File: config.mk
export PLATFORM = sky130hd
export DESIGN_NAME = v3n_div_pipe
export DESIGN_NICKNAME = d
export VERILOG_FILES = /design/src/v3n_pkg.sv /design/src/v3n_div_pipe.sv
export SDC_FILE = /design/constraint.sdc
export NUM_CORES = 2
export LEC_CHECK = 0
export BUFFER_PORTS_ARGS = -buffer_cell sky130_fd_sc_hd__buf_4
export CAP_MARGIN = 20
export CORE_ASPECT_RATIO = 1.25
export CORE_MARGIN = 3
export CORE_UTILIZATION = 55
export DETAILED_ROUTE_END_ITERATION = 7
export HOLD_SLACK_MARGIN = 0.02
export PLACE_DENSITY = 0.82
export SLEW_MARGIN = 20
export SYNTH_ARGS = -nofsm -noshare
export SYNTH_HDL_FRONTEND = slang
export SYNTH_SLANG_ARGS = --single-unit
File: constraint.sdc
create_clock -name clk -period 4.4 [get_ports clk]
set_input_delay 0.66 -clock clk [delete_from_list [all_inputs] [get_ports clk]]
set_output_delay 0.66 -clock clk [all_outputs]
set_load 0.01 [all_outputs]
File: src/v3n_pkg.sv
// Package for the vector normalize core: pipeline depths and shared types.
// Used by v3n_sqrt_pipe, v3n_div_pipe and vector3_normalise_core.
package v3n_pkg;

  // one result bit per stage in each iterative unit
  localparam int SQRT_STAGES = 32;
  localparam int DIV_STAGES  = 31;
  localparam int QUOT_W      = 31;

  typedef logic [31:0]       word_t;
  typedef logic [63:0]       dword_t;
  typedef logic [QUOT_W-1:0] quot_t;

endpackage

File: src/v3n_div_pipe.sv
// Pipelined restoring divider: floor(mag * 2^30 / den) for mag <= den, one bit per stage.
// Depends on v3n_pkg.
module v3n_div_pipe import v3n_pkg::*; (
  input  logic  clk,
  input  logic  en,
  input  word_t mag,
  input  word_t den,
  output quot_t quot
);

  word_t rem_r [DIV_STAGES];
  word_t den_r [DIV_STAGES];
  quot_t q_r   [DIV_STAGES];

  for (genvar k = 0; k < DIV_STAGES; k++) begin : g_stage
    word_t       rem_in;
    word_t       den_in;
    quot_t       q_in;
    logic        nbit;
    logic [32:0] rcat;
    logic        ge;

    // dividend is mag followed by 30 zeros; its top part mag>>1 is below den
    if (k == 0) begin : g_first
      assign rem_in = {1'b0, mag[31:1]};
      assign den_in = den;
      assign q_in   = '0;
      assign nbit   = mag[0];
    end else begin : g_next
      assign rem_in = rem_r[k-1];
      assign den_in = den_r[k-1];
      assign q_in   = q_r[k-1];
      assign nbit   = 1'b0;
    end

    assign rcat = {rem_in, nbit};
    assign ge   = (rcat >= {1'b0, den_in});

    always_ff @(posedge clk) begin
      if (en) begin
        rem_r[k] <= ge ? 32'(rcat - {1'b0, den_in}) : rcat[31:0];
        den_r[k] <= den_in;
        q_r[k]   <= {q_in[QUOT_W-2:0], ge};
      end
    end
  end

  assign quot = q_r[DIV_STAGES-1];

endmodule
==> Word level (Yosys, flattened, before mapping) <==
Memory sizes are Yosys's and may differ from the RTL's.
Index checks and enable logic that the tools add are counted.
{ "totals": {"output_inout_bits": 31, "reg_bits": 0, "memories": 3, "ram_bits": 2945} }
{ "classes": {"addsub": 31, "muxes": 33, "n_lt_le_gt_ge": 31} }
{ "memory_table": {"columns": ["memory", "depth", "width", "rd", "rd_clocked_by_memory_dff", "write_ports", "line_no", "rtl"], "rows": [
  ["den_r", 31, 32, 30, 0, 31, "v3n_div_pipe.sv:12", "word_t den_r [DIV_STAGES];"],
  ["rem_r", 31, 32, 30, 0, 31, "v3n_div_pipe.sv:11", "word_t rem_r [DIV_STAGES];"],
  ["q_r", 31, 31, 31, 0, 31, "v3n_div_pipe.sv:13", "quot_t q_r [DIV_STAGES];"]
]} }
{ "op_table": {"columns": ["operator", "n"], "rows": [
  ["$mux 32", 31],
  ["$sub 32x32->32", 31],
  ["$ge 33x32->1", 30],
  ["$ge 32x32->1", 1],
  ["$mux 1", 2]
]} }

==> Logic depth before layout (Yosys ltp) <==
An unclocked memory read counts as a cell.
{ "depth": {"word_depth": 3, "ltp_mapped": 16} }

==> Worst setup path after synthesis <==
No wires, ideal clock.
{ "synth_timing": {"path_kind": "input-to-reg", "start": "input port mag[0]", "end": "memory rem_r[0][7] (netlist bit) (data pin)", "arrival_ns": 3.372, "n_path_buf": 3, "slack_ns": 0.754, "stages": 15, "setup_time_ns": 0.274, "required_ns": 4.126, "path_cell_list": "inv_1 -> ha_1 -> fa_1 -> nor2b_1 -> o211ai_1 -> a31oi_1 -> a31oi_1 -> o21ai_0 -> o22ai_1 -> o211ai_1 -> a21o_1 -> buf_2 -> buf_2 -> clkbuf_1 -> a31oi_1"} }
{ "synth_lines": {"columns": ["element", "line_no", "rtl"], "rows": [
  ["start: declaration", "v3n_div_pipe.sv:6", "input word_t mag,"],
  ["end: declaration", "v3n_div_pipe.sv:11", null]
]} }

==> impl_metrics.py <==
metrics = {
    "run_status": {
        "outcome": "finished, final reports clean",
    },
    "logic_synthesis": {
        "synth_area_leaders": "edfxtp_1 53%, ha_1 9.0%, a21oi_1 3.8%, mux2_2 3.7%, inv_1 3.5%",
        "ys_ff_latch": 2416,
        "synth_top_area_share_pct": 52.8,
        "synth_compound_area_share_pct": 15.2,
        "yosysWarnings": 0,
        "synth.cell_area_mm2": 0.137,
        "synth_top_family_by_area": "compound AO/OA/AOI/OAI gates",
        "ys.flop_type": "edfxtp_1",
        "ys_seq_area_share_pct": 52.8,
        "yosysUniqueCellTypes": 103,
        "yosysTopAreaCell": "edfxtp_1",
        "synth_xor_xnor_area_share_pct": 4.92,
        "synth-simple-area-share_pct": 9.23,
        "synth-edff-count": 2416,
        "synthMuxAreaShare_pct": 3.95,
        "avgSynthCellArea_um2": 11.2,
        "synth_cells": 12300,
        "synth_fa_ha_area_share_pct": 9.46,
        "synthArstFlopShare_pct": 0,
        "syn_nets": 13400,
    },
    "global_routing": {
        "gr-total-overflow": 0,
        "antenna_found_initial": 6,
        "grt_pass1_wl_mm": 501,
        "grt_max_degree": 131,
        "grt_pass1_vias": 95400,
        "grt_use_total_pct": 24.5,
    },
    "placed_design": {
        "numPortBuffers": 96,
        "dp_hpwl_mm": 241,
        "finalWeightedCongestion": 0.968,
    },
    "clock_network": {
        "htreeDepth": 4,
        "cts.sinks": 2416,
        "numCtsBuffers": 247,
        "root_buffer": "clkbuf_16",
        "cts.clk_slew.worst_paths_ps": 70,
        "insertion_delay_ps": 940,
        "clockBufferDepth": 4,
        "cts_tree": "built",
        "cts_setup_buffers": 0,
    },
    "detailed_routing": {
        "drt_first_pass_iters": 8,
        "via_per_inst": 5.92,
        "vias": 94800,
        "final_antenna_net_count": 0,
        "drcViolationCount": 0,
        "drtIter0Drc": 7053,
        "drt-total-wl_mm": 321,
        "wl_per_cell_um": 20.0,
    },
    "floorplan": {
        "design.portCount": 97,
        "coreArea_mm2": 0.248,
        "dieArea_mm2": 0.256,
        "row_count": 204,
        "die_y_um": 565,
        "initial_core_util_pct": 55.5,
        "die_w_um": 453,
    },
    "worst_setup_path": {
        "critPathKind": "flop to flop",
        "cp_data_arrival_time_ps": 4920,
        "required_ps": 5170,
        "crit_fanout": 20,
        "worstSetupEndpointType": "flop",
        "crit_path_start_kind": "flop",
    },
    "power": {
        "powerDensity_mw_per_mm2": 763,
        "leakage_nw": 62.2,
        "p_sw_w": 0.0444,
        "pwr-share-comb_pct": 48.4,
        "sw_frac_of_total_pct": 38.3,
        "seqPwrFrac_pct": 33.2,
        "p_int_w": 0.0714,
        "clkPwrFrac_pct": 18.4,
        "vdd_drop_max_v": 0.000403,
    },
    "sta": {
        "setup_viol": 0,
        "fin_setup_tns_ps": 0,
        "hold_viol_final": 0,
        "fmax_mhz": 241,
        "slew_viol_final": 0,
        "whs_ps": 92.3,
        "fin_crit_ps": 4150,
        "finalClockSkew_ps": 102,
        "worst_pin_slew_ps": 1010,
        "relSlewSlack_pct": 31.5,
        "rsz0062_at_grt": "false",
        "finalCritPeriodShare_pct": 94.3,
    },
    "flow_run": {
        "maxCapViolCount": 0,
    },
    "finish": {
        "drive_above_1_share_pct": 9.72,
        "fillCellCount": 18900,
        "post-route-util_pct": 61.2,
        "area_growth_pct": 10.4,
        "seqCellArea_mm2": 0.0725,
        "multi_input_area_mm2": 0.0589,
        "nNetsFinal": 13600,
    },
    "hold_path": {
        "hp-class": "input port to flop",
    },
}
==> kinds of logic after synthesis <==
kind of cell,Yosys count
compound gates,3289
simple gates,2677
flops,2416
buf+inv,1607
fa+ha+maj,1021
xor+xnor,772
mux,485
==> cell usage after synthesis (all sizes together) (45+ instances only) <==
master     n
edfxtp  2416
inv     1266
a21oi   1054
ha       991
nand2    785
nor2     734
o21ai    711
a21o     515
xnor2    464
mux2     456
xor2     308
clkbuf   260
nand3    210
nand4    178
nor2b    150
nor3     147
o21a     133
nand2b   128
a31oi    121
o21bai   121
and3      96
o31ai     88
a211oi    86
buf       81
and2      60
o211ai    52
a21boi    45
==> state kept, by name, indices dropped and copies added (netlist names) <==
register  cells
den_r       960
rem_r       960
q_r         496
==> path summary, 6_finish.rpt <==
path	start	depth (start not counted)	end	slack [ps]
worst max register to register	den_r[8][34]	13	rem_r[9][3]	250
worst min-delay path	mag[24]	3	rem_r[0][24]	90
worst max-delay path	den_r[8][34]	13	rem_r[9][3]	250
worst min register to register	q_r[8][41]	0	q_r[9][11]	340
==> worst max-delay path, cell delays in order, from the launching register on <==
cell and delay (ps):
edfxtp_1 380, inv_1 90, ha_1 360, o21ai_0 110, a21oi_1 220, o21ai_0 200, a21oi_2 290, a221o_2 240
a41oi_2 210, or3_1 460, o31ai_4 820, buf_4 360, nor2_1 80, a21oi_1 150
==> repair_timing <==
action	in CTS	in global routing
hold endpoints to repair	42	0
resized for setup	0	0
setup endpoints to repair	0	0
hold buffers	42	0
==> metrics by stage <==
step	setup slack (ps)	instances	total power (W)	area, µm²
after floorplan	754	12300	0.0786	137000
after global placement	125	15500	0.0924	143000
after detailed placement	143	15500	0.0936	143000
after CTS	175	16000	0.116	152000
after global routing	10.3	16000	0.123	152000
final	249	16000	0.116	152000
==> area by class of cell <==
class                           count  share of cell area [%]
Clock inverter                    169                    1.22
Multi-Input combinational cell   8244                    38.8
Tap cell                         3296                    2.72
Sequential cell                  2416                    47.8
Inverter                         1266                    3.13
Timing Repair Buffer              344                    2.16
Antenna cell                        3                 0.00495
Clock buffer                      278                    4.16
==> power by group through the flow <==
| stage | clock network (W) | logic (W) | registers, W |
|---|---|---|---|
| 3_5_place_dp | 0 | 0.0549 | 0.0387 |
| 3_3_place_gp | 0 | 0.0538 | 0.0386 |
| 2_1_floorplan | 0 | 0.0419 | 0.0367 |
| 4_1_cts | 0.0216 | 0.0555 | 0.0383 |
| 5_1_grt | 0.0225 | 0.0617 | 0.0388 |
| 6_report | 0.0213 | 0.0561 | 0.0384 |
==> per-layer routing <==
metal | wire length [µm] | share of wire, % | global-route usage [%] | up-vias
li1 | - | - | - | 45600
met1 | 109000 | 34 | 24.1 | 45100
met2 | 173000 | 54 | 47.3 | 3010
met3 | 13600 | 4.2 | 2.82 | 1100
met4 | 25500 | 7.9 | 17.1 | 2
met5 | 13 | 0.0041 | 0 | -
==> placed cells by master, fill, tap and decap left out, types with 43 or more instances in the layout <==
cell / n
xnor2_1: 464
clkbuf_16: 248
inv_1: 1265
o21bai_1: 121
nor3_1: 147
a211oi_1: 84
mux2_2: 454
xor2_1: 308
a21o_1: 514
o211ai_1: 50
and2_1: 59
and3_1: 96
ha_1: 991
clkinv_1: 48
o21ai_0: 693
a21boi_0: 43
nor2_1: 734
edfxtp_1: 2416
nand3_1: 210
buf_4: 256
nand4_1: 178
o21a_1: 133
nand2b_1: 128
nor2b_1: 150
buf_12: 45
a31oi_1: 119
o31ai_1: 82
a21oi_1: 1047
nand2_1: 785
Note: power is estimated with default switching activity, not from simulation.
